File: src/sv/windowed_descriptor_matcher_top_defines.svh
// ----------------------------------------------------------------------------
// windowed descriptor matcher assertion macros
// concurrent checks on clk, disabled while arst_n is low; empty under SYNTH
// ----------------------------------------------------------------------------
`ifndef WINDOWED_DESCRIPTOR_MATCHER_TOP_DEFINES_SVH
`define WINDOWED_DESCRIPTOR_MATCHER_TOP_DEFINES_SVH

`ifndef SYNTH
// property that must hold at every clock edge out of reset
`define WDM_ASSERT(lbl, prop, msg) \
	lbl: assert property (@(posedge clk) disable iff (!arst_n) prop) else $error(msg);
// condition that must never be seen at a clock edge out of reset
`define WDM_NEVER(lbl, expr, msg) \
	lbl: assert property (@(posedge clk) disable iff (!arst_n) !(expr)) else $error(msg);
`else
`define WDM_ASSERT(lbl, prop, msg)
`define WDM_NEVER(lbl, expr, msg)
`endif

`endif

File: src/sv/wdm_pkg.sv
// ----------------------------------------------------------------------------
// wdm_pkg
// shared types, codes and helpers of the windowed descriptor matcher
// ----------------------------------------------------------------------------
package wdm_pkg;

	localparam int COORD_W      = 16;
	localparam int DIST_W       = 9;
	localparam int CFG_DATA_W   = 16;
	localparam int CFG_IDX_W    = 1;
	localparam int WORD_W       = 64;
	localparam int DESC_IN_BITS = 256;
	localparam int OUT_IDX_W    = 9;

	localparam logic [DIST_W-1:0]  MAX_DIST_RST = 9'd80;
	localparam logic [COORD_W-1:0] RADIUS_RST   = 16'd960;

	typedef logic [DESC_IN_BITS-1:0] desc_t;
	typedef logic [OUT_IDX_W-1:0]    match_idx_t;

	typedef enum logic [1:0] {
		OP_LOAD  = 2'd0,
		OP_QUERY = 2'd1,
		OP_FRAME = 2'd2
	} op_t;

	typedef enum logic [CFG_IDX_W-1:0] {
		REG_MAX_DIST = 1'b0,
		REG_RADIUS   = 1'b1
	} cfg_reg_t;

	typedef enum logic [1:0] {
		ST_IDLE,
		ST_SCAN,
		ST_DRAIN,
		ST_RESULT
	} state_t;

	// controls from the sequencer to the feature store
	typedef struct packed {
		logic rd_en;
		logic wr_feat;
		logic set_used;
	} store_cmd_t;

	// controls from the sequencer to the evaluator
	typedef struct packed {
		logic start;
		logic issue;
	} eval_ctl_t;

	// status from the evaluator back to the sequencer
	typedef struct packed {
		logic busy;
		logic found;
	} eval_stat_t;

	// population count as a tree of narrow adds
	function automatic logic [DIST_W-1:0] popcount256(input desc_t v);
		logic [1:0] l1 [128];
		logic [2:0] l2 [64];
		logic [3:0] l3 [32];
		logic [4:0] l4 [16];
		logic [5:0] l5 [8];
		logic [6:0] l6 [4];
		logic [7:0] l7 [2];
		for (int i = 0; i < 128; i++) l1[i] = {1'b0, v[2*i]} + {1'b0, v[2*i+1]};
		for (int i = 0; i < 64; i++) l2[i] = {1'b0, l1[2*i]} + {1'b0, l1[2*i+1]};
		for (int i = 0; i < 32; i++) l3[i] = {1'b0, l2[2*i]} + {1'b0, l2[2*i+1]};
		for (int i = 0; i < 16; i++) l4[i] = {1'b0, l3[2*i]} + {1'b0, l3[2*i+1]};
		for (int i = 0; i < 8; i++) l5[i] = {1'b0, l4[2*i]} + {1'b0, l4[2*i+1]};
		for (int i = 0; i < 4; i++) l6[i] = {1'b0, l5[2*i]} + {1'b0, l5[2*i+1]};
		for (int i = 0; i < 2; i++) l7[i] = {1'b0, l6[2*i]} + {1'b0, l6[2*i+1]};
		return {1'b0, l7[0]} + {1'b0, l7[1]};
	endfunction

endpackage

File: src/sv/wdm_eval.sv
// ----------------------------------------------------------------------------
// wdm_eval
// shared candidate evaluator: window test, hamming distance, running best
// ----------------------------------------------------------------------------
module wdm_eval #(
	parameter int MAX_FEATURES = 512,
	parameter int STORE_BITS   = 256
) (
	input  logic                              clk,
	input  logic                              arst_n,
	input  wdm_pkg::eval_ctl_t                ctl,
	input  logic [$clog2(MAX_FEATURES)-1:0]   issue_idx,
	input  logic [wdm_pkg::COORD_W-1:0]       pos_x,
	input  logic [wdm_pkg::COORD_W-1:0]       pos_y,
	input  logic [STORE_BITS-1:0]             desc,
	input  logic [wdm_pkg::DIST_W-1:0]        max_dist,
	input  logic [wdm_pkg::COORD_W-1:0]       radius,
	input  logic [wdm_pkg::COORD_W-1:0]       rd_x_s1,
	input  logic [wdm_pkg::COORD_W-1:0]       rd_y_s1,
	input  logic [STORE_BITS-1:0]             rd_desc_s1,
	input  logic                              rd_used_s1,
	output wdm_pkg::eval_stat_t               stat,
	output logic [wdm_pkg::DIST_W-1:0]        best_dist,
	output logic [$clog2(MAX_FEATURES)-1:0]   best_idx
);

	localparam int IDX_W = $clog2(MAX_FEATURES);
	localparam int CW    = wdm_pkg::COORD_W;
	localparam int SQ_W  = 2 * CW;

	// query held for the whole scan
	logic [CW-1:0]         qx_q;
	logic [CW-1:0]         qy_q;
	logic [STORE_BITS-1:0] qdesc_q;
	logic [SQ_W-1:0]       r2_q;

	logic                      v_s1;
	logic [IDX_W-1:0]          idx_s1;
	logic                      v_s2;
	logic [IDX_W-1:0]          idx_s2;
	logic [CW-1:0]             dx_s2;
	logic [CW-1:0]             dy_s2;
	logic [wdm_pkg::DIST_W-1:0] pop_s2;
	logic                      used_s2;
	logic                      v_s3;
	logic [IDX_W-1:0]          idx_s3;
	logic [SQ_W-1:0]           sqx_s3;
	logic [SQ_W-1:0]           sqy_s3;
	logic [wdm_pkg::DIST_W-1:0] pop_s3;
	logic                      used_s3;

	logic [wdm_pkg::DIST_W-1:0] best_q;
	logic [IDX_W-1:0]           best_idx_q;
	logic                       found_q;

	logic [CW-1:0]              dx;
	logic [CW-1:0]              dy;
	logic [wdm_pkg::DIST_W-1:0] pop;
	logic [SQ_W:0]              d2;
	logic                       hit;

	assign dx  = (qx_q >= rd_x_s1) ? qx_q - rd_x_s1 : rd_x_s1 - qx_q;
	assign dy  = (qy_q >= rd_y_s1) ? qy_q - rd_y_s1 : rd_y_s1 - qy_q;
	assign pop = wdm_pkg::popcount256(wdm_pkg::desc_t'(qdesc_q ^ rd_desc_s1));

	// strict window and strict improvement keep the lowest index on a tie
	assign d2  = (SQ_W+1)'(sqx_s3) + (SQ_W+1)'(sqy_s3);
	assign hit = v_s3 && !used_s3 && (d2 < (SQ_W+1)'(r2_q)) && (pop_s3 < best_q);

	always_ff @(posedge clk) begin
		if (ctl.start) begin
			qx_q    <= pos_x;
			qy_q    <= pos_y;
			qdesc_q <= desc;
			r2_q    <= SQ_W'(radius) * SQ_W'(radius);
		end
	end

	always_ff @(posedge clk or negedge arst_n) begin
		if (!arst_n) begin
			v_s1    <= 1'b0;
			v_s2    <= 1'b0;
			v_s3    <= 1'b0;
			found_q <= 1'b0;
		end else begin
			v_s1 <= ctl.issue;
			v_s2 <= v_s1;
			v_s3 <= v_s2;
			if (ctl.start) begin
				found_q <= 1'b0;
			end else if (hit) begin
				found_q <= 1'b1;
			end
		end
	end

	always_ff @(posedge clk) begin
		idx_s1  <= issue_idx;
		idx_s2  <= idx_s1;
		dx_s2   <= dx;
		dy_s2   <= dy;
		pop_s2  <= pop;
		used_s2 <= rd_used_s1;
		idx_s3  <= idx_s2;
		sqx_s3  <= SQ_W'(dx_s2) * SQ_W'(dx_s2);
		sqy_s3  <= SQ_W'(dy_s2) * SQ_W'(dy_s2);
		pop_s3  <= pop_s2;
		used_s3 <= used_s2;
		if (ctl.start) begin
			best_q     <= max_dist;
			best_idx_q <= '0;
		end else if (hit) begin
			best_q     <= pop_s3;
			best_idx_q <= idx_s3;
		end
	end

	assign stat.busy  = v_s1 || v_s2 || v_s3;
	assign stat.found = found_q;
	assign best_dist  = best_q;
	assign best_idx   = best_idx_q;

endmodule

File: config.mk
export PLATFORM = sky130hd
export DESIGN_NAME = wdm_eval
export DESIGN_NICKNAME = d
export VERILOG_FILES = /design/src/sv/windowed_descriptor_matcher_top_defines.svh /design/src/sv/wdm_pkg.sv /design/src/sv/wdm_eval.sv
export SDC_FILE = /design/constraint.sdc
export NUM_CORES = 2
export LEC_CHECK = 0
export BUFFER_PORTS_ARGS = -buffer_cell sky130_fd_sc_hd__buf_4
export CAP_MARGIN = 30
export CORE_ASPECT_RATIO = 0.6
export CORE_MARGIN = 10
export CORE_UTILIZATION = 55
export DETAILED_ROUTE_END_ITERATION = 8
export MAX_ROUTING_LAYER = met4
export PLACE_DENSITY = 0.77
export SLEW_MARGIN = 20
export SYNTH_ARGS = -nofsm -noshare
export SYNTH_HDL_FRONTEND = slang
export SYNTH_SLANG_ARGS = --single-unit
File: constraint.sdc
create_clock -name clk -period 10.6 [get_ports clk]
set_clock_uncertainty 0.15 [all_clocks]
set_input_delay 1.06 -clock clk [delete_from_list [all_inputs] [get_ports clk]]
set_output_delay 1.06 -clock clk [all_outputs]
set_load 0.05 [all_outputs]
; After elaboration in Yosys (flattened, before gate mapping)
; Cells that the tools add are included.
[totals]
ff_bits = 485
latchBits = 0
mem_bits_rw = 0
romBits = 0
inputBits = 615
word_cells = 302
mem_count = 0
[classes]
add_sub_neg = 260
multipliers = 3
div = 0
magnitude_cmp = 4
n_eq_ne = 0
shifts = 0
muxes = 6
n_bitwise = 1
n_reduce_logical = 7
[op_table]
columns = operator, count
row1 = 1-bit by 1-bit adder with 2-bit output, 128
row2 = 256-bit bitwise XOR, 1
row3 = 2-bit by 2-bit adder with 3-bit output, 64
row4 = 3-bit by 3-bit adder with 4-bit output, 32
row5 = 16-bit by 16-bit multiplier with 32-bit output, 3
row6 = 4-bit by 4-bit adder with 5-bit output, 16
row7 = 16-bit subtractor, 4
row8 = 5-bit by 5-bit adder with 6-bit output, 8
row9 = 32-bit by 32-bit adder with 33-bit output, 1
row10 = 33-bit by 32-bit less-than comparator with 1-bit output, 1
row11 = 16-bit greater-or-equal comparator, 2
row12 = 16-bit two-way mux, 2
row13 = 6-bit by 6-bit adder with 7-bit output, 4
row14 = 9-bit two-way mux, 2
row15 = 7-bit by 7-bit adder with 8-bit output, 2
row16 = 8-bit by 8-bit adder with 9-bit output, 1
row17 = 9-bit less-than comparator, 1
row18 = 1-bit logical AND, 3
row19 = 1-bit logical OR, 2
row20 = 1-bit two-way mux, 2
row21 = 2-bit nonzero test, 1
row22 = 1-bit logical NOT, 1

; Logic depth before layout (Yosys ltp)
[logic_depth]
depth_word = 9
depth_mapped = 31
ltp_nobuf = 31

; Worst setup path before layout
; No wires, ideal clock.
[synth_timing]
kind = input -> register
from = input rd_desc_s1[189]
to = register pop_s2[8] (netlist name)
arrival_ns = 8.520
t_required_ns = 10.393
setup_slack_ns = 1.873
stages = 30
cell_sequence = xor2_1 > fa_1 > inv_1 > fa_1 > fa_1 > inv_1 > fa_1 > inv_1 > fa_1 > inv_1 > fa_1 > inv_1 > fa_1 > fa_1 > inv_1 > fa_1 > inv_1 > fa_1 > inv_1 > fa_1 > ha_1 > inv_1 > fa_1 > inv_1 > a21oi_1 > o21ai_0 > a21oi_1 > o21bai_1 > a21o_1 > a21o_1
[synth_between]
elab_chain_cells = 9
[synth_rtl]
columns = item, line_no
row1 = "start, declared", wdm_eval.sv:20  ; input logic [STORE_BITS-1:0] rd_desc_s1,
row2 = 256-bit bitwise XOR, wdm_eval.sv:64  ; assign pop = wdm_pkg::popcount256(wdm_pkg::desc_t'(qdesc_q ^ rd_desc_s1));
row3 = 1-bit by 1-bit adder with 2-bit output, wdm_pkg.sv:67  ; for (int i = 0; i < 128; i++) l1[i] = {1'b0, v[2*i]} + {1'b0, v[2*i+1]};
row4 = 2-bit by 2-bit adder with 3-bit output, wdm_pkg.sv:68  ; for (int i = 0; i < 64; i++) l2[i] = {1'b0, l1[2*i]} + {1'b0, l1[2*i+1]};
row5 = 3-bit by 3-bit adder with 4-bit output, wdm_pkg.sv:69  ; for (int i = 0; i < 32; i++) l3[i] = {1'b0, l2[2*i]} + {1'b0, l2[2*i+1]};
row6 = 4-bit by 4-bit adder with 5-bit output, wdm_pkg.sv:70  ; for (int i = 0; i < 16; i++) l4[i] = {1'b0, l3[2*i]} + {1'b0, l3[2*i+1]};
row7 = 5-bit by 5-bit adder with 6-bit output, wdm_pkg.sv:71  ; for (int i = 0; i < 8; i++) l5[i] = {1'b0, l4[2*i]} + {1'b0, l4[2*i+1]};
row8 = 6-bit by 6-bit adder with 7-bit output, wdm_pkg.sv:72  ; for (int i = 0; i < 4; i++) l6[i] = {1'b0, l5[2*i]} + {1'b0, l5[2*i+1]};
row9 = 7-bit by 7-bit adder with 8-bit output, wdm_pkg.sv:73  ; for (int i = 0; i < 2; i++) l7[i] = {1'b0, l6[2*i]} + {1'b0, l6[2*i+1]};
row10 = 8-bit by 8-bit adder with 9-bit output, wdm_pkg.sv:74  ; return {1'b0, l7[0]} + {1'b0, l7[1]};
row11 = net pop (one bit), wdm_eval.sv:58  ; logic [wdm_pkg::DIST_W-1:0] pop;
row12 = "end signal, assigned", wdm_eval.sv:102  ; pop_s2 <= pop;
row13 = "end, declared", wdm_eval.sv:43  ; logic [wdm_pkg::DIST_W-1:0] pop_s2;
; The timed path passes the listed nets, and every way through them passes these cells.
; A chain may end at the register's enable or synchronous reset.

; Final worst setup path
[layout_timing]
from = input rd_desc_s1[55]
to = register pop_s2[8] (netlist name)
; Same word-level chain as after synthesis.

==> run metrics <==
Min-Delay Path Class=in -> async; CP Data Arrival Time=9480 ps; core area=87500 sq um; ys async rst share=0.00830; TritonCTS clock tree=yes; reg2reg path depth=28; Die Y=250 um; Initial DRT Pass Iterations=5; reg2reg setup slack=1620 ps; Top Ports=635; commonest cells after routing, fill and taps aside=inv_1, fa_1, buf_4; max_slew headroom=0.354; Slew Limit Fails=0; total CTS buffers=50; CTS resizes=0; layout net count=6923; mean post-synth cell area=10.8 sq um; vias in the first global route=34800; gr usage total=0.288; critical path endpoint category=flop; total grt overflow=0; antenna violations before repair=12; Max Cap Viol=0; Post-DP HPWL=122000 um; Setup CP Type=in -> reg; clk sinks=482; Post-synth EDFFs=328; Post-route DRC=0; Syn. warnings=0; Root Driver=clkbuf_16; cts hold-fix bufs=0; layout cells sized above 1=0.153; register area share after synthesis=0.267; worst-case clock buffer depth=3; cell area after synthesis=48500 sq um; die area=101000 sq um; H-Tree Depth=2; Post-Route WL=141000 um; post-layout min period=9040 ps; fmax=0.111 GHz; Initial DRC Count=2194; DR vias/cell=5.19; crit-path max FO=2; Crit Reg-Reg Endpoint=pop_s2[8]; first-pass GRT wire length=213000 um; Layout area overhead=16.0%; status=completed; crit share post-route=0.852; Synth Net Count=6304; Core Rows=84; worst endpoint required time=11050 ps; RSZ-0062 raised after global routing=no; WL/cell=22.3 um; Main synth FF type=edfxtp_1; # setup viols final=0; worst reg2reg startpoint=qdesc_q[99]; most common cell after layout, fill and taps aside=inv_1; Yosys reg bits=482; die extent in x=403 um; clk_lat worst skew=650 ps; Vias=32800; RePlAce Congestion=1.04; cells after synthesis=4484; slew at the pin with the worst max-slew slack=969 ps; Post-Route Setup TNS=0 ps; post-route ant nets=0; Initial Util=0.554; pin count of the biggest net entering global routing=157; crit path from=rd_desc_s1[55]; final-report hold violation count=0; Distinct cells, synth=79; clk slew on worst S/H paths=70 ps; I/O Buffers=634; Critical Path Start Type=input port; Setup Fix Bufs, Post-CTS=0
## worst max-delay path, stage by stage
cell,delay [ps]
buf_4,110
xor2_1,500
fa_1,540
fa_1,500
fa_1,710
inv_1,130
fa_1,570
inv_1,70
fa_1,490
fa_1,590
fa_1,450
fa_1,460
fa_1,500
inv_1,60
fa_1,480
inv_1,60
fa_1,480
ha_1,180
inv_1,70
fa_1,450
inv_1,80
a21oi_1,60
o21ai_0,270
a21oi_1,120
o21bai_1,220
a21o_1,150
a21o_1,100
## layer usage
layer / share of wire / wire (um) / up-vias / GRT usage
met3: 0.092 / 13000 / 127 / 0.0824
li1: - / - / 15200 / -
met5: 0 / 0 / - / -
met4: 0.021 / 2960 / 0 / 0.0556
met2: 0.45 / 63300 / 1087 / 0.432
met1: 0.44 / 61800 / 16400 / 0.392
## final cells by class
| cell class | instances | area [sq um] |
|---|---|---|
| fill | 6826 | 31300 |
| multi-input combinational | 2832 | 31100 |
| sequential | 482 | 13000 |
| timing repair buffer | 644 | 4870 |
| inverter | 1093 | 4100 |
| clock buffer | 74 | 1520 |
| tap | 1161 | 1450 |
| clock inverter | 19 | 219 |
| antenna | 9 | 22.5 |
## logic make-up (layout without fill, tap and decap cells)
logic type      count (synthesis)  count (layout)  share of synthesized area
fa+ha+maj                    1205            1205                      0.425
buf+inv                      1170            1830                     0.0911
simple gates                  731             731                     0.0736
flops                         482             482                      0.267
compound gates                448             448                     0.0607
xor+xnor                      409             409                     0.0739
mux                            39              39                    0.00849
other cells                     0               9                          0
## stage by stage
stage	setup slack [ps]	instance area, sq um	cells	util	hold slack [ps]
2_1_floorplan	1870	48500	4484	-	160
3_3_place_gp	1170	54500	6211	0.622	161
3_5_place_dp	1120	54500	6211	0.622	162
4_1_cts	1730	56200	6304	0.642	6.64
5_1_grt	1430	56300	6314	0.643	12.9
6_report	1560	56300	6314	0.643	46.3
## worst max path at each step
stage	to	slack (ps)	cells after the start
3_3_place_gp	pop_s2[8]	1170	27
5_1_grt	pop_s2[8]	1430	28
2_1_floorplan	pop_s2[8]	1870	30
6_report	pop_s2[8]	1560	27
4_1_cts	pop_s2[8]	1730	27
3_5_place_dp	pop_s2[8]	1120	27
## flip-flops by register name (all words and copies together) (netlist names), 16 cells and up
name and flops:
dx_s2 16, sqy_s3 31, qdesc_q 256, qy_q 16, r2_q 31, dy_s2 16, qx_q 16, sqx_s3 31
## cells in the mapped netlist, types with 4 or more instances
cell / n / area share
o21ai_0: 74 / 0.0076
nor2b_1: 33 / 0.0043
o31a_1: 4 / 0.00072
nand4_1: 17 / 0.0022
and4_1: 4 / 0.00072
and2_1: 148 / 0.019
nor3_1: 26 / 0.0027
inv_1: 1093 / 0.085
buf_2: 15 / 0.0015
o31ai_1: 10 / 0.0015
a211oi_1: 17 / 0.0026
xnor2_1: 217 / 0.039
mux2_2: 17 / 0.0039
a31o_2: 8 / 0.0014
and3_1: 19 / 0.0025
nor2_1: 149 / 0.012
o211ai_1: 6 / 0.00093
mux2i_1: 22 / 0.0045
nand3_1: 23 / 0.0024
nand2_1: 239 / 0.018
o41ai_1: 6 / 0.0011
edfxtp_1: 328 / 0.20
o21a_1: 15 / 0.0023
dfxtp_1: 150 / 0.062
or2_2: 12 / 0.0015
a2111o_1: 4 / 0.00093
a211o_1: 4 / 0.00072
fa_1: 738 / 0.30
nand2b_1: 44 / 0.0057
a21oi_1: 146 / 0.015
a221o_1: 4 / 0.00083
ha_1: 467 / 0.12
a21o_1: 75 / 0.012
a31oi_1: 11 / 0.0014
xor2_1: 192 / 0.035
dfrtp_1: 4 / 0.0021
o21bai_1: 18 / 0.0028
clkbuf_1: 59 / 0.0046
a221oi_1: 4 / 0.00072
Power is left out: the tool's default activity adds up to more than one toggle a clock period on the data nets, which glitch-free logic cannot reach.
