==> src/sv/windowed_descriptor_matcher_top_defines.svh <==
// ----------------------------------------------------------------------------
// windowed descriptor matcher assertion macros
// concurrent checks on clk, disabled while arst_n is low; empty under SYNTH
// ----------------------------------------------------------------------------
`ifndef WINDOWED_DESCRIPTOR_MATCHER_TOP_DEFINES_SVH
`define WINDOWED_DESCRIPTOR_MATCHER_TOP_DEFINES_SVH

`ifndef SYNTH
// property that must hold at every clock edge out of reset
`define WDM_ASSERT(lbl, prop, msg) \
	lbl: assert property (@(posedge clk) disable iff (!arst_n) prop) else $error(msg);
// condition that must never be seen at a clock edge out of reset
`define WDM_NEVER(lbl, expr, msg) \
	lbl: assert property (@(posedge clk) disable iff (!arst_n) !(expr)) else $error(msg);
`else
`define WDM_ASSERT(lbl, prop, msg)
`define WDM_NEVER(lbl, expr, msg)
`endif

`endif

==> src/sv/wdm_pkg.sv <==
// ----------------------------------------------------------------------------
// wdm_pkg
// shared types, codes and helpers of the windowed descriptor matcher
// ----------------------------------------------------------------------------
package wdm_pkg;

	localparam int COORD_W      = 16;
	localparam int DIST_W       = 9;
	localparam int CFG_DATA_W   = 16;
	localparam int CFG_IDX_W    = 1;
	localparam int WORD_W       = 64;
	localparam int DESC_IN_BITS = 256;
	localparam int OUT_IDX_W    = 9;

	localparam logic [DIST_W-1:0]  MAX_DIST_RST = 9'd80;
	localparam logic [COORD_W-1:0] RADIUS_RST   = 16'd960;

	typedef logic [DESC_IN_BITS-1:0] desc_t;
	typedef logic [OUT_IDX_W-1:0]    match_idx_t;

	typedef enum logic [1:0] {
		OP_LOAD  = 2'd0,
		OP_QUERY = 2'd1,
		OP_FRAME = 2'd2
	} op_t;

	typedef enum logic [CFG_IDX_W-1:0] {
		REG_MAX_DIST = 1'b0,
		REG_RADIUS   = 1'b1
	} cfg_reg_t;

	typedef enum logic [1:0] {
		ST_IDLE,
		ST_SCAN,
		ST_DRAIN,
		ST_RESULT
	} state_t;

	// controls from the sequencer to the feature store
	typedef struct packed {
		logic rd_en;
		logic wr_feat;
		logic set_used;
	} store_cmd_t;

	// controls from the sequencer to the evaluator
	typedef struct packed {
		logic start;
		logic issue;
	} eval_ctl_t;

	// status from the evaluator back to the sequencer
	typedef struct packed {
		logic busy;
		logic found;
	} eval_stat_t;

	// population count as a tree of narrow adds
	function automatic logic [DIST_W-1:0] popcount256(input desc_t v);
		logic [1:0] l1 [128];
		logic [2:0] l2 [64];
		logic [3:0] l3 [32];
		logic [4:0] l4 [16];
		logic [5:0] l5 [8];
		logic [6:0] l6 [4];
		logic [7:0] l7 [2];
		for (int i = 0; i < 128; i++) l1[i] = {1'b0, v[2*i]} + {1'b0, v[2*i+1]};
		for (int i = 0; i < 64; i++) l2[i] = {1'b0, l1[2*i]} + {1'b0, l1[2*i+1]};
		for (int i = 0; i < 32; i++) l3[i] = {1'b0, l2[2*i]} + {1'b0, l2[2*i+1]};
		for (int i = 0; i < 16; i++) l4[i] = {1'b0, l3[2*i]} + {1'b0, l3[2*i+1]};
		for (int i = 0; i < 8; i++) l5[i] = {1'b0, l4[2*i]} + {1'b0, l4[2*i+1]};
		for (int i = 0; i < 4; i++) l6[i] = {1'b0, l5[2*i]} + {1'b0, l5[2*i+1]};
		for (int i = 0; i < 2; i++) l7[i] = {1'b0, l6[2*i]} + {1'b0, l6[2*i+1]};
		return {1'b0, l7[0]} + {1'b0, l7[1]};
	endfunction

endpackage

==> src/sv/wdm_ctrl.sv <==
// ----------------------------------------------------------------------------
// wdm_ctrl
// sequencer: item intake, table fill count, scan addressing, result register
// ----------------------------------------------------------------------------
`include "windowed_descriptor_matcher_top_defines.svh"

module wdm_ctrl #(
	parameter int MAX_FEATURES = 512
) (
	input  logic                              clk,
	input  logic                              arst_n,
	input  logic                              in_valid,
	output logic                              in_stall,
	input  logic [1:0]                        op,
	output wdm_pkg::store_cmd_t               cmd,
	output wdm_pkg::eval_ctl_t                ectl,
	output logic [$clog2(MAX_FEATURES)-1:0]   rd_addr,
	output logic [$clog2(MAX_FEATURES)-1:0]   wr_addr,
	input  wdm_pkg::eval_stat_t               stat,
	input  logic [wdm_pkg::DIST_W-1:0]        best_dist,
	input  logic [$clog2(MAX_FEATURES)-1:0]   best_idx,
	output logic                              out_valid,
	input  logic                              out_stall,
	output logic                              matched,
	output logic [wdm_pkg::OUT_IDX_W-1:0]     match_index,
	output logic [wdm_pkg::DIST_W-1:0]        match_distance,
	output logic                              table_full
);

	localparam int IDX_W = $clog2(MAX_FEATURES);
	localparam int CNT_W = $clog2(MAX_FEATURES + 1);

	wdm_pkg::state_t state_q;
	wdm_pkg::state_t state_d;

	logic [CNT_W-1:0] count_q;
	logic [CNT_W-1:0] scan_q;
	logic             is_load_q;
	logic             full_q;
	logic             out_valid_q;

	logic                           matched_q;
	logic [wdm_pkg::OUT_IDX_W-1:0]  match_index_q;
	logic [wdm_pkg::DIST_W-1:0]     match_distance_q;
	logic                           table_full_q;

	logic accept;
	logic fits;
	logic scan_more;
	logic slot_free;
	logic res_load;

	assign accept    = in_valid && !in_stall;
	assign fits      = count_q < CNT_W'(MAX_FEATURES);
	assign scan_more = scan_q < count_q;
	assign slot_free = !out_valid_q || !out_stall;
	assign rd_addr   = scan_q[IDX_W-1:0];
	assign wr_addr   = count_q[IDX_W-1:0];

	// next state
	always_comb begin
		state_d = state_q;
		unique case (state_q)
			wdm_pkg::ST_IDLE: begin
				if (accept) begin
					priority if (op == wdm_pkg::OP_LOAD) begin
						state_d = wdm_pkg::ST_RESULT;
					end else if (op == wdm_pkg::OP_QUERY) begin
						state_d = wdm_pkg::ST_SCAN;
					end else begin
						state_d = wdm_pkg::ST_IDLE;
					end
				end
			end
			wdm_pkg::ST_SCAN: begin
				if (!scan_more) state_d = wdm_pkg::ST_DRAIN;
			end
			wdm_pkg::ST_DRAIN: begin
				if (!stat.busy) state_d = wdm_pkg::ST_RESULT;
			end
			wdm_pkg::ST_RESULT: begin
				if (slot_free) state_d = wdm_pkg::ST_IDLE;
			end
		endcase
	end

	// outputs of the sequencer
	always_comb begin
		in_stall = (state_q != wdm_pkg::ST_IDLE);
		cmd      = '0;
		ectl     = '0;
		res_load = 1'b0;
		unique case (state_q)
			wdm_pkg::ST_IDLE: begin
				cmd.wr_feat = accept && (op == wdm_pkg::OP_LOAD) && fits;
				ectl.start  = accept && (op == wdm_pkg::OP_QUERY);
			end
			wdm_pkg::ST_SCAN: begin
				cmd.rd_en  = scan_more;
				ectl.issue = scan_more;
			end
			wdm_pkg::ST_DRAIN: begin
				res_load = 1'b0;
			end
			wdm_pkg::ST_RESULT: begin
				res_load     = slot_free;
				cmd.set_used = slot_free && !is_load_q && stat.found;
			end
		endcase
	end

	always_ff @(posedge clk or negedge arst_n) begin
		if (!arst_n) begin
			state_q     <= wdm_pkg::ST_IDLE;
			count_q     <= '0;
			scan_q      <= '0;
			is_load_q   <= 1'b0;
			full_q      <= 1'b0;
			out_valid_q <= 1'b0;
		end else begin
			state_q <= state_d;
			if (cmd.wr_feat) begin
				count_q <= count_q + CNT_W'(1);
			end else if (accept && (op == wdm_pkg::OP_FRAME)) begin
				count_q <= '0;
			end
			if (ectl.start) begin
				scan_q <= '0;
			end else if (ectl.issue) begin
				scan_q <= scan_q + CNT_W'(1);
			end
			if (accept) begin
				is_load_q <= (op == wdm_pkg::OP_LOAD);
				full_q    <= !fits;
			end
			if (res_load) begin
				out_valid_q <= 1'b1;
			end else if (!out_stall) begin
				out_valid_q <= 1'b0;
			end
		end
	end

	always_ff @(posedge clk) begin
		if (res_load) begin
			if (is_load_q) begin
				matched_q        <= 1'b0;
				match_index_q    <= '0;
				match_distance_q <= '0;
				table_full_q     <= full_q;
			end else begin
				matched_q        <= stat.found;
				match_index_q    <= stat.found ? wdm_pkg::match_idx_t'(best_idx) : '0;
				match_distance_q <= best_dist;
				table_full_q     <= 1'b0;
			end
		end
	end

	assign out_valid      = out_valid_q;
	assign matched        = matched_q;
	assign match_index    = match_index_q;
	assign match_distance = match_distance_q;
	assign table_full     = table_full_q;

	`WDM_NEVER(a_count_range, count_q > CNT_W'(MAX_FEATURES), "fill count beyond table size")
	`WDM_NEVER(a_scan_range, (state_q == wdm_pkg::ST_SCAN) && (scan_q > count_q), "scan index passed fill count")
	`WDM_ASSERT(a_no_write_in_scan, (state_q == wdm_pkg::ST_SCAN || state_q == wdm_pkg::ST_DRAIN) |-> !(cmd.wr_feat || cmd.set_used), "table written during a scan")
	`WDM_ASSERT(a_out_from_result, $rose(out_valid_q) |-> $past(state_q == wdm_pkg::ST_RESULT), "result word not from result state")

endmodule

==> config.mk <==
export PLATFORM = sky130hd
export DESIGN_NAME = wdm_ctrl
export DESIGN_NICKNAME = d
export VERILOG_FILES = /design/src/sv/wdm_pkg.sv /design/src/sv/wdm_ctrl.sv
export VERILOG_INCLUDE_DIRS = /design/src /design/src/sv
export SDC_FILE = /design/constraint.sdc
export NUM_CORES = 1
export LEC_CHECK = 0
export BUFFER_PORTS_ARGS = -buffer_cell sky130_fd_sc_hd__buf_4
export CORE_MARGIN = 3
export CORE_UTILIZATION = 52
export CTS_CLUSTER_SIZE = 14
export DETAILED_ROUTE_END_ITERATION = 8
export MAX_ROUTING_LAYER = met4
export PLACE_DENSITY_LB_ADDON = 0.3
export REMOVE_ABC_BUFFERS = 1
export SETUP_SLACK_MARGIN = 0.5
export SYNTH_ARGS = -nofsm -noshare
export SYNTH_HDL_FRONTEND = slang
export SYNTH_SLANG_ARGS = --single-unit
==> constraint.sdc <==
create_clock -name clk -period 3.1 [get_ports clk]
set_input_delay 0.31 -clock clk [delete_from_list [all_inputs] [get_ports clk]]
set_output_delay 0.31 -clock clk [all_outputs]
set_load 0.02 [all_outputs]
Yosys cells after proc, flatten, opt, wreduce, memory -nomap -nowiden
Index checks and enable logic that the tools add are counted.
- bits in registers: 45
- input port bits: 26
- output and inout port bits: 45
- logic and storage cells: 63
- add/subtract/negate cells: 2
- $lt $le $gt $ge: 2
- eq/ne operators: 10
- multiplexer cells: 18
- bitwise operators: 1
- reductions and logical operators: 20
- operators by type and width (kind ; count):
    10-bit two-way mux ; 4
    10-bit by 1-bit adder with 10-bit output (second input constant) ; 2
    10-bit less-than comparator ; 1
    10-bit less-than comparator (second input constant) ; 1
    2-bit two-way mux ; 5
    1-bit two-way mux ; 8
    2-bit inequality test (second input constant) ; 4
    2-bit one-hot mux with 4 select lines ; 1
    1-bit logical AND ; 7
    2-bit == test (second input constant) ; 3
    2-bit nonzero test ; 3
    1-bit zero test ; 5
    2-bit by 1-bit == test with 1-bit output (second input constant) ; 2
    2-bit zero test ; 2
    4-bit AND reduction ; 1
    2-bit by 1-bit inequality test with 1-bit output (second input constant) ; 1
    2-bit OR reduction ; 1
    1-bit logical OR ; 1
    1-bit inverter ; 1

Logic depth before layout (Yosys ltp)
Gate-level depths: netlist (run 1).
- depth after elaboration: 7
- mapped depth: 9

Least setup slack after synthesis (run 1)
No wires, ideal clock.
- kind: reg-to-output
- start point: reg count_q[7]
- end point: out ectl[0] (netlist name)
- arrival time: 2.325 ns
- required time: 2.790 ns
- setup slack: 0.465 ns
- stages on the path, launching flop included: 10
- path buffers: 3
- cells stage by stage: dfrtp_1 > inv_1 > ha_1 > a211oi_2 > nor2_1 > or4b_1 > buf_2 > buf_2 > nor2_1 > buf_4
- RTL lines (what ; line ; text):
    from (decl) ; wdm_ctrl.sv:36 ; logic [CNT_W-1:0] count_q;
    from (signal assigned) ; wdm_ctrl.sv:123 ; count_q <= count_q + CNT_W'(1);
    to (decl) ; wdm_ctrl.sv:16 ; output wdm_pkg::eval_ctl_t ectl,

Final worst setup path (run 1)
- start point: reg count_q[7]
- end point: reg scan_q[3]
- word-level cells in the longest chain between the ends: 3
- ends and longest elaborated chain (what ; line ; text):
    10-bit less-than comparator ; wdm_ctrl.sv:55 ; assign scan_more = scan_q < count_q;
    1-bit two-way mux ; wdm_ctrl.sv:93 ; unique case (state_q)
    2-bit nonzero test (no line) ; n/a ;
    to (signal assigned) ; wdm_ctrl.sv:130 ; scan_q <= scan_q + CNT_W'(1);
    to (decl) ; wdm_ctrl.sv:37 ; logic [CNT_W-1:0] scan_q;
Every way passes these cells.
A chain may end at the register's enable or synchronous reset.

==> summary.md, run 1 <==
| Metric | Value |
|---|---|
| Seq cells post-synth | `45` |
| TritonCTS buffer count | `5` |
| Clk buf depth | `2` |
| Ports | `71` |
| Critical path, cell by cell | `inv_1 > ha_1 > a211oi_2 > nor2_1 > or4b_4 > buf_12 > or4_1 > a21oi_2` |
| First-pass DRT Iterations | `4` |
| Wirelength, routed | `between 5000 and 6000 um` |
| CTS root buf | `clkbuf_8` |
| Gr usage total | `about a fifth` |
| Commonest cells in the netlist | `dfrtp_1 (25), edfxtp_1 (20), buf_4 (19)` |
| Full die area | `about 5600 um^2` |
| CP required | `3.33 ns` |
| Synth Flop Type | `dfrtp_1` |
| TritonCTS Sinks | `45` |
| First-pass GRT wire length | `~8400 um` |
| Status | `finished, final reports clean` |
| Pwr Density | `822 nW/um^2` |
| PortBufs | `70` |
| Setup violators final | `0` |
| Largest net degree at the start of global routing | `26` |
| Post-Synthesis Cells | `approximately 240` |
| Gr ovfl total | `0` |
| # DRC | `0` |
| Worst Path Class, Setup | `reg2reg` |
| Final Hold Viols | `0` |
| Synth Area in Compound Gates | `9.43%` |
| Crit path launch type | `register` |
| DR vias | `1,912` |
| Die Wd | `around 75 um` |
| MaxCap Viol Count | `0` |
| Post-synth EDFFs | `20` |
| Core Area | `4470 um^2` |
| Synth warnings | `0` |
| CP endpoint kind | `register` |
| Post-DP HPWL | `3780 um` |
| Die Span Y | `74.9 um` |
| Fin area | `3050 um^2` |
| Simple-Gate Fraction of Synth Area | `between 10% and 20%` |
| Initial detailed-routing violation count | `95` |
| Slew margin rel. | `a little over two fifths` |
| Largest family of logic cells by synthesized area | `simple AND/OR/NAND/NOR gates` |
| Leak | `0.00140 uW` |
| TNS Setup | `0 ns` |
| Hold Crit Class | `in2reg` |
| Synth unique cells | `37` |
| Avg Synthesized Cell Area | `10.5 um^2` |
| Asr flop ratio synth | `between 50% and 60%` |
| Fmax | `roughly 0.40 GHz` |
| Minimum clock period | `2.51 ns` |
| H-Tree Depth | `2` |
| Adder-cell share of the synthesized area | `8.11%` |
| Mux contribution to synthesized area | `3.70%` |
| Worst-Skew Late Latency | `approximately 0.29 ns` |
| WL/cell | `15.2 um` |
| Rows | `24` |
| # diodes | `0` |
| Actual slew at the worst max-slew pin | `0.843 ns` |
| Post-Syn Area | `2470 um^2` |
| Final Cycle Share | `about four fifths` |
| Critical Path AT | `2.74 ns` |
| Fin nets | `333` |
| Antenna violations before repair | `0` |
| Worst VDD drop | `552 uV` |
| TritonCTS clock tree | `yes` |
| Final hold slack | `about 0.26 ns` |
| Max incr delay on CP | `0.55 ns` |
| Vias in the first global route | `1,847` |
| Via density | `5.57` |
| Post-synthesis xor/xnor area fraction | `0.710%` |
| Unrepaired setup endpoints after global routing | `yes` |
| Layout cells sized above 1 | `between 30% and 40%` |
| Largest cells by area after synthesis | `dfrtp_1 (25%), edfxtp_1 (24%), ha_1 (8.1%)` |
| Worst-path maximum fanout | `17` |
| Dominant cell type by area after synthesis | `dfrtp_1` |
| RePlAce Congestion | `0.836` |
| Clock Pin Slew Worst Setup and Hold Paths | `about 0.08 ns` |
| Final Util | `68.2%` |
| Routed Antenna Nets | `0` |
| Area share of the largest cell type after synthesis | `25.4%` |
| Clk_skew | `0.00474 ns` |
| Max-slew violations | `0` |
| Critical-path top delay cell | `or4b_4` |
| Most frequent cell after synthesis | `dfrtp_1` |
| DP Area | `just under 3000 um^2` |
| Sequential area share after synthesis | `49.7%` |
| Synth-to-Final Area Change | `23.7%` |
| Initial core utilization | `55.1%` |
-- final timing paths --
kind                             from          to  slack [ns]  cells after the start
max in group asynchronous      arst_n      full_q        2.40                      2
hold reg to reg                full_q      full_q        0.48                      2
hold / removal              out_stall   out_valid        0.26                      3
setup / recovery           count_q[7]   scan_q[3]        0.59                      8
min in group asynchronous      arst_n  count_q[2]        0.45                      2
setup reg to reg           count_q[7]   scan_q[3]        0.59                      8
-- area by class of cell --
type | count | area, um^2
Fill cell | 365 | 1420
Sequential cell | 45 | 1230
Multi-Input combinational cell | 148 | 1030
Timing Repair Buffer | 73 | 563
Clock buffer | 5 | 68.8
Inverter | 18 | 67.6
Tap cell | 52 | 65.1
Clock inverter | 2 | 35.0
-- kinds of logic after synthesis --
logic type / count (synthesis)
buf+inv: 42
simple gates: 83
fa+ha+maj: 16
mux: 9
flops: 45
compound gates: 38
xor+xnor: 2
-- critical path, delay by kind of cell, from the launching register on --
kind / cells / cell delay, ns
AO/OA/AOI/OAI: 2 / 0.37
buffers and inverters: 2 / 0.25
flip-flops: 1 / 0.41
AND/OR/NAND/NOR: 3 / 1.11
adder cells (fa/ha/maj): 1 / 0.30
-- registers in the layout (all words and copies together) (netlist names) --
signal,flops
out_valid,1
full_q,1
is_load_q,1
match_index,9
state_q,2
count_q,10
table_full,1
matched,1
match_distance,9
scan_q,10
-- layout by cell type, fill, tap and decap left out, types with 3 or more instances in the layout --
cell type	Yosys	final
nor4_1	3	3
nand2_1	17	17
a31oi_1	3	3
mux2i_1	8	8
edfxtp_1	20	20
nand2b_1	6	6
nor2b_1	10	10
and2_1	11	11
clkbuf_8	0	5
nor2_1	6	5
nand4_1	4	4
o21ai_0	14	14
nand3_1	10	10
buf_4	19	71
dfrtp_1	25	25
or4_1	4	3
nor3_1	3	3
inv_1	18	18
a21oi_1	8	6
and3_1	3	3
o31ai_1	4	4
ha_1	16	16
-- what timing repair did --
| item | CTS | global route |
|---|---|---|
| resized for setup | 1 | 7 |
| buffers inserted | 1 | 0 |
| pin swaps | 1 | 1 |
| endpoints found under the setup margin | 7 | 6 |
| gates cloned | 0 | 0 |
| hold endpoints to repair | 25 | 0 |
| hold buffers | 1 | 0 |
-- through the flow --
stage                     setup slack [ns]  power [uW]  instances
after global placement               0.554        2010        334
after floorplan                      0.358        1590        211
after CTS                            0.544        2490        343
after global routing                 0.487        2700        343
final                                0.591        2510        343
after detailed placement             0.445        2050        334
-- report_power, final --
| group | internal, uW | switching (uW) | leakage, uW |
|---|---|---|---|
| Sequential | 789 | 147 | 0.000524 |
| Clock | 234 | 189 | 0.0000540 |
| Combinational | 483 | 666 | 0.000817 |
-- metal layers --
layer / up-vias / wire length (um) / part of all wire (%) / GRT usage, %
li1: 927 / - / - / -
met4: 0 / 133 / 2.5 / 8.89
met5: - / 0 / 0 / -
met3: 13 / 418 / 8.0 / 4.27
met2: 76 / 2430 / 46 / 31.0
met1: 896 / 2250 / 43 / 25.9
No activity file was read; power rests on OpenSTA's default activity.
==> run 2: changes to the inputs <==
--- a/config.mk
+++ b/config.mk
@@ -6,9 +6,10 @@
 export SDC_FILE = /design/constraint.sdc
 export NUM_CORES = 1
 export LEC_CHECK = 0
+export ABC_AREA = 1
 export BUFFER_PORTS_ARGS = -buffer_cell sky130_fd_sc_hd__buf_4
 export CORE_MARGIN = 3
-export CORE_UTILIZATION = 52
+export CORE_UTILIZATION = 48
 export CTS_CLUSTER_SIZE = 14
 export DETAILED_ROUTE_END_ITERATION = 8
 export MAX_ROUTING_LAYER = met4
==> constraint.sdc (replaced) <==
create_clock -name clk -period 2.15 [get_ports clk]
set_input_delay 0.215 -clock clk [delete_from_list [all_inputs] [get_ports clk]]
set_output_delay 0.215 -clock clk [all_outputs]
set_load 0.02 [all_outputs]
==> run 2 against run 1 <==
Die area up 16%. Global-route usage up 0.95 points. Clock-buffer cell count unchanged. Register-to-register slack worse by 0.20 ns. Combinational power up 140%. Routed wire length up 32%.
==> summary.md, run 2 <==
| Metric | Value |
|---|---|
| Worst-path maximum fanout | `2 (was 17)` |
| H-Tree Depth | `2 (unchanged)` |
| CP endpoint kind | `output port (was register)` |
| Met2 GRT Util | `36.0% (was 31.0%)` |
| Worst-Skew Late Latency | `0.30 ns (was 0.29 ns)` |
| Fmax | `0.544 GHz` |
| # DRC | `0 (unchanged)` |
| Die Span Y | `80.6 um (was 74.9 um)` |
| TritonCTS buffer count | `5 (unchanged)` |
| Clock Pin Slew Worst Setup and Hold Paths | `0.09 ns (was 0.08 ns)` |
| Largest regs | `count_q (10), scan_q (10) (unchanged)` |
| Clk_skew | `0.00740 ns (was 0.00474 ns)` |
| Area share of the largest cell type after synthesis | `23.4% (was 25.4%)` |
| Vias in the first global route | `2,263 (was 1,847)` |
| Post-synth EDFFs | `20 (unchanged)` |
| RePlAce Congestion | `0.830 (was 0.836)` |
| Synth warnings | `0 (unchanged)` |
| Post-Syn Area | `2670 um^2 (was 2470 um^2)` |
| Hold Crit Class | `in2reg (unchanged)` |
| Post-DP HPWL | `4130 um (was 3780 um)` |
| Wirelength, routed | `6900 um (was 5230 um)` |
| Antenna violations before repair | `0 (unchanged)` |
| Critical Path AT | `1.62 ns (was 2.74 ns)` |
| R2r setup slk | `0.39 ns (was 0.59 ns)` |
| Via density | `4.97 (was 5.57)` |
| Gr ovfl total | `0 (unchanged)` |
| Ports | `71 (unchanged)` |
| Grt peak-use layer | `met2 (unchanged)` |
| Critical-path top delay cell | `dfrtp_2 (was or4b_4)` |
| Status | `finished, final reports clean (unchanged)` |
| Commonest cells in the netlist | `nand2_1 (77), inv_1 (54), nor2_1 (36) (was dfrtp_1 (25), edfxtp_1 (20), buf_4 (19))` |
| Commonest non-fill, non-tap cells in the layout | `buf_4 (104), nand2_1 (68), inv_1 (43) (was buf_4 (71), dfrtp_1 (25), edfxtp_1 (20))` |
| # diodes | `0 (unchanged)` |
| Largest cells by area after synthesis | `dfrtp_1 (23%), edfxtp_1 (22%), nand2_1 (11%) (was dfrtp_1 (25%), edfxtp_1 (24%), ha_1 (8.1%))` |
| Worst Path Class, Setup | `reg2out (was reg2reg)` |
| Die Wd | `80.6 um (was 74.9 um)` |
| DR vias | `2,452 (was 1,912)` |
| Actual slew at the worst max-slew pin | `0.351 ns (was 0.843 ns)` |
| Critical path, cell by cell | `ha_4 > nand2_2 > a21oi_2 > nor2_2 > nand3_4 > inv_4 > buf_6 (was inv_1 > ha_1 > a211oi_2 > nor2_1 > or4b_4 > buf_12 > or4_1 > a21oi_2)` |
| Synth Flop Type | `dfrtp_1 (unchanged)` |
| Most frequent cell after synthesis | `nand2_1 (was dfrtp_1)` |
| Max-slew violations | `0 (unchanged)` |
| Clk buf depth | `2 (unchanged)` |
| Worst VDD drop | `775 uV (was 552 uV)` |
| CP required | `1.93 ns (was 3.33 ns)` |
| Gr usage total | `21.2% (was 20.2%)` |
| Avg Synthesized Cell Area | `8.18 um^2 (was 10.5 um^2)` |
| Rows | `26 (was 24)` |
| First-pass DRT Iterations | `4 (unchanged)` |
| Final hold slack | `0.140 ns (was 0.263 ns)` |
| First-pass GRT wire length | `10,300 um (was 8380 um)` |
| Full die area | `6500 um^2 (was 5610 um^2)` |
| Commonest non-fill, non-tap cell in the layout | `buf_4 (unchanged)` |
| TritonCTS clock tree | `yes (unchanged)` |
| Unrepaired setup endpoints after global routing | `yes (unchanged)` |
| MaxCap Viol Count | `0 (unchanged)` |
| Grt met1 use | `24.9% (was 25.9%)` |
| CP bufs+invs | `2 (unchanged)` |
| Fin nets | `464 (was 333)` |
| TritonCTS Sinks | `45 (unchanged)` |
| Dominant cell type by area after synthesis | `dfrtp_1 (unchanged)` |
| Asr flop ratio synth | `55.6% (unchanged)` |
| Final Cycle Share | `85.4%` |
| Met3 Resource Use GR | `4.60% (was 4.27%)` |
| Delay-heaviest family, CP | `flip-flops (was simple AND/OR/NAND/NOR gates)` |
| Setup violators final | `0 (unchanged)` |
| Initial detailed-routing violation count | `143 (was 95)` |
| Sequential area share after synthesis | `45.9% (was 49.7%)` |
| Final Hold Viols | `0 (unchanged)` |
| WL/cell | `14.0 um (was 15.2 um)` |
| Layout cells sized above 1 | `40.9% (was 30.2%)` |
| TNS Setup | `0 ns (unchanged)` |
| Post-Synthesis Cells | `327 (was 235)` |
| Core Area | `5240 um^2 (was 4470 um^2)` |
| CTS root buf | `clkbuf_8 (unchanged)` |
| Crit path launch type | `register (unchanged)` |
| Largest net degree at the start of global routing | `26 (unchanged)` |
| Synth-to-Final Area Change | `41.3% (was 23.7%)` |
| Leak | `0.00187 uW (was 0.00140 uW)` |
| Pwr Density | `1250 nW/um^2 (was 822 nW/um^2)` |
| Fillers | `394 (was 365)` |
| PortBufs | `70 (unchanged)` |
| Max incr delay on CP | `0.44 ns (was 0.55 ns)` |
| Synth unique cells | `30 (was 37)` |
| Minimum clock period | `roughly 1.8 ns` |
| Seq cells post-synth | `45 (unchanged)` |
| Slew margin rel. | `76.6% (was 43.8%)` |
| Initial core utilization | `51.1% (was 55.1%)` |
| Routed Antenna Nets | `0 (unchanged)` |
[run 2: cell types whose count changed in the layout (fill, tap and decap cells not counted), moves of 12 or more]
| cell | delta |
|---|---|
| nor2_1 | +28 |
| buf_4 | +33 |
| inv_2 | +12 |
| nand2_1 | +51 |
| nand3_1 | +15 |
| inv_1 | +25 |
[run 2: worst paths after layout]
check                             to       from  cells past startpoint
min in group asynchronous  scan_q[1]     arst_n                      2
setup reg to reg           scan_q[7]  scan_q[9]                     10
max in group asynchronous  is_load_q     arst_n                      2
setup / recovery              cmd[2]  scan_q[8]                      7
hold / removal             out_valid  out_stall                      3
hold reg to reg            out_valid  out_valid                      2
[run 2: through the flow]
step / setup slack, ns / util (%) / instance area [um^2] / power (uW) / std cells
2_1_floorplan: 0.222 / - / 2500 / 2610 / 303
3_3_place_gp: 0.407 / 60.0 / 3140 / 3240 / 447
3_5_place_dp: 0.369 / 60.0 / 3140 / 3280 / 447
4_1_cts: 0.333 / 68.5 / 3590 / 4330 / 481
5_1_grt: 0.239 / 72.1 / 3780 / 5040 / 493
6_report: 0.313 / 72.1 / 3780 / 4720 / 493
[run 2: layout make-up]
class                   count  area, um^2  share of cell area [%]
clock buffers               5        68.8                    1.82
clock inverters             3        41.3                    1.09
inverters                  57         221                    5.86
multi-input cells         201        1230                    32.6
flip-flops and latches     45        1230                    32.7
well taps                  70        87.6                    2.32
repair buffers            112         892                    23.6
[run 2: cells by family (layout without fill, tap and decap cells)]
logic type,count (synthesis),after routing,share of synthesized area (%)
AOI/OAI and AO/OA,27,27,5.29
xor gates and xnor gates,1,1,0.328
adders and majority gates,16,16,7.49
buffers and inverters,81,177,14.7
DFF,45,45,45.9
and+or+nand+nor,157,157,26.3
[run 2: repair_timing]
action | 4_1_cts | 5_1_grt
hold buffers | 1 | 0
buffers inserted | 25 | 11
hold endpoints to repair | 25 | 0
pin swaps | 10 | 10
setup endpoints to repair | 17 | 20
resized for setup | 36 | 20
cloned | 0 | 1
[run 2: metal layers]
| layer | share of wire, % | wire length (um) |
|---|---|---|
| met5 | 0 | 0 |
| met4 | 2.7 | 189 |
| met3 | 7.2 | 498 |
| met2 | 52 | 3560 |
| met1 | 38 | 2650 |
[run 2: worst min-delay path: stages]
cell and delay [ns]:
buf_4 0.07, nand2_1 0.06, nand2_1 0.06
[run 2: report_power, final]
| group | total (uW) | switching [uW] | leakage [uW] | internal [uW] |
|---|---|---|---|---|
| logic | 2730 | 1520 | 0.00131 | 1210 |
| clock network | 632 | 290 | 0.0000518 | 342 |
| registers | 1360 | 191 | 0.000507 | 1170 |
| total | 4720 | 2000 | 0.00187 | 2720 |
==> run 3: changes to the inputs <==
--- a/config.mk
+++ b/config.mk
@@ -8,8 +8,10 @@
 export LEC_CHECK = 0
 export ABC_AREA = 1
 export BUFFER_PORTS_ARGS = -buffer_cell sky130_fd_sc_hd__buf_4
+export CELL_PAD_IN_SITES_DETAIL_PLACEMENT = 1
+export CELL_PAD_IN_SITES_GLOBAL_PLACEMENT = 1
 export CORE_MARGIN = 3
-export CORE_UTILIZATION = 48
+export CORE_UTILIZATION = 35
 export CTS_CLUSTER_SIZE = 14
 export DETAILED_ROUTE_END_ITERATION = 8
 export MAX_ROUTING_LAYER = met4
==> run 3 against run 2 <==
Critical path depth rose by 1. Combinational power barely moved. Sequential power barely moved. Flip-flop and latch count did not move. Global-route usage fell by 3.9 points. Register-to-register slack got worse by 0.02 ns. Critical endpoint unchanged. Largest power group unchanged.
==> summary.md, run 3 (synthesis results as in run 2) <==
| Metric | Value |
|---|---|
| Clk_skew | `0.0110 ns (was 0.00740 ns)` |
| Die Span Y | `93.4 um (was 80.6 um)` |
| Commonest non-fill, non-tap cell in the layout | `buf_4 (unchanged)` |
| Final WS setup | `0.304 ns (was 0.313 ns)` |
| DR vias | `2,368 (was 2,452)` |
| Gr usage total | `17.2% (was 21.2%)` |
| Largest net degree at the start of global routing | `26 (unchanged)` |
| Unrepaired setup endpoints after global routing | `yes (unchanged)` |
| Full die area | `8720 um^2 (was 6500 um^2)` |
| Initial detailed-routing violation count | `55 (was 143)` |
| # diodes | `0 (unchanged)` |
| Total power | `4590 uW (was 4720 uW)` |
| Worst Path Class, Setup | `reg2out (unchanged)` |
| Slew margin rel. | `77.6% (was 76.6%)` |
| Vias in the first global route | `2,457 (was 2,263)` |
| Worst r2r src | `count_q[9] (was scan_q[9])` |
| CP endpoint kind | `output port (unchanged)` |
| First-pass DRT Iterations | `4 (unchanged)` |
| Most Frequent Cell on Critical Path | `inv_2` |
| First-pass GRT wire length | `11,600 um (was 10,300 um)` |
| Clk buf depth | `2 (unchanged)` |
| Final Hold Viols | `0 (unchanged)` |
| Worst-path maximum fanout | `2 (unchanged)` |
| Synth-to-Final Area Change | `41.5% (was 41.3%)` |
| TritonCTS clock tree | `yes (unchanged)` |
| Setup violators final | `0 (unchanged)` |
| # DRC | `0 (unchanged)` |
| H-Tree Depth | `2 (unchanged)` |
| Initial core utilization | `36.5% (was 51.1%)` |
| Core Area | `7330 um^2 (was 5240 um^2)` |
| Worst VDD drop | `537 uV (was 775 uV)` |
| Pwr Density | `1210 nW/um^2 (was 1250 nW/um^2)` |
| Gr ovfl total | `0 (unchanged)` |
| Final Cycle Share | `85.9% (was 85.4%)` |
| Antenna violations before repair | `0 (unchanged)` |
| Routed Antenna Nets | `0 (unchanged)` |
| RePlAce Congestion | `0.769 (was 0.830)` |
| Max incr delay on CP | `0.42 ns (was 0.44 ns)` |
| Max-slew violations | `0 (unchanged)` |
| Rows | `31 (was 26)` |
| Fin nets | `466 (was 464)` |
| Placement Setup Slack | `0.324 ns (was 0.369 ns)` |
| Status | `finished, final reports clean (unchanged)` |
| MaxCap Viol Count | `0 (unchanged)` |
| Worst-Skew Late Latency | `0.30 ns (about the same)` |
| Commonest non-fill, non-tap cells in the layout | `buf_4 (107), nand2_1 (72), inv_1 (42) (was buf_4 (104), nand2_1 (68), inv_1 (43))` |
| WL/cell | `14.2 um (was 14.0 um)` |
| Layout cells sized above 1 | `40.5% (was 40.9%)` |
| Critical Path AT | `1.63 ns (was 1.62 ns)` |
| Critical-path top delay cell | `dfrtp_1 (was dfrtp_2)` |
| DP Area | `3190 um^2 (was 3140 um^2)` |
| Ports | `71 (unchanged)` |
| CP required | `1.93 ns (about the same)` |
| Fmax | `0.542 GHz (was 0.544 GHz)` |
| Minimum clock period | `1.85 ns (was 1.84 ns)` |
| TritonCTS buffer count | `5 (unchanged)` |
| Critical path, cell by cell | `inv_2 > ha_4 > nand2_2 > nand3b_1 > nor2_2 > nand3_4 > inv_2 > buf_6 (was ha_4 > nand2_2 > a21oi_2 > nor2_2 > nand3_4 > inv_4 > buf_6)` |
| Worst hold start | `out_stall (unchanged)` |
| Crit path launch type | `register (unchanged)` |
| Actual slew at the worst max-slew pin | `0.336 ns (was 0.351 ns)` |
| CTS root buf | `clkbuf_8 (unchanged)` |
| TritonCTS Sinks | `45 (unchanged)` |
| Leak | `0.00188 uW (was 0.00187 uW)` |
| Crit path from | `count_q[9] (was scan_q[8])` |
| PortBufs | `70 (unchanged)` |
| Via density | `4.52 (was 4.97)` |
| Largest regs | `count_q (10), scan_q (10) (unchanged)` |
| Fin area | `3780 um^2 (about the same)` |
| Die Wd | `93.4 um (was 80.6 um)` |
| Wirelength, routed | `7450 um (was 6900 um)` |
| TNS Setup | `0 ns (unchanged)` |
| Hold Crit Class | `in2reg (unchanged)` |
| Clock Pin Slew Worst Setup and Hold Paths | `0.09 ns (about the same)` |
| Post-DP HPWL | `4950 um (was 4130 um)` |
==> run 3: cell types whose count changed in the layout (fill, tap and decap cells not counted), sizes merged <==
cell / before / now
bufbuf: 0 / 1
buf: 110 / 112
clkinvlp: 1 / 0
bufinv: 1 / 0
clkinv: 2 / 3
==> run 3: final cells by class <==
cell class	instances	area, um^2
Multi-Input combinational cell	201	1210
Clock inverter	2	10.0
Clock buffer	6	72.6
Sequential cell	45	1230
Inverter	57	221
Tap cell	99	124
Fill cell	888	3550
Timing Repair Buffer	114	906
==> run 3: path summary, 6_finish.rpt <==
check | endpoint | slack [ns] | cells past startpoint
min in group asynchronous | count_q[3] | 0.35 | 2
max reg2reg | scan_q[8] | 0.37 | 10
max in group asynchronous | is_load_q | 1.52 | 2
min | out_valid | 0.15 | 3
min reg2reg | out_valid | 0.50 | 2
max | cmd[2] | 0.30 | 8
==> run 3: worst max-delay path: cells and delay by family (launching register included) <==
family / cells / cell delay [ns]
simple gates: 4 / 0.43
flops: 1 / 0.42
fa+ha+maj: 1 / 0.21
buf+inv: 3 / 0.28
==> run 3: per-layer routing <==
metal  routed length, um  global-route usage, %
met4                 140                   5.98
met3                 420                   3.22
met5                   0                      -
met2                3880                   29.4
met1                3010                   20.4
==> run 3: power by group <==
part           leakage (uW)  switching, uW  internal, uW  total, uW
Clock             0.0000450            285           226        511
Combinational       0.00133           1480          1230       2710
Sequential         0.000505            199          1170       1370
==> run 3: timing repair <==
action                                 4_1_cts  5_1_grt
pin swaps                                    8        7
hold buffers                                 1        0
gates cloned                                 1        0
buffers inserted                            27       10
resized for setup                           30       21
endpoints found under the hold margin       25        0
setup endpoints to repair                   16       20
==> run 3: metrics by stage <==
stage / cells / util [%] / hold WS [ns]
2_1_floorplan: 303 / - / -0.0806
3_3_place_gp: 477 / 43.5 / 0.147
3_5_place_dp: 477 / 43.5 / 0.151
4_1_cts: 514 / 49.2 / 0.146
5_1_grt: 524 / 51.6 / 0.159
6_report: 524 / 51.6 / 0.147
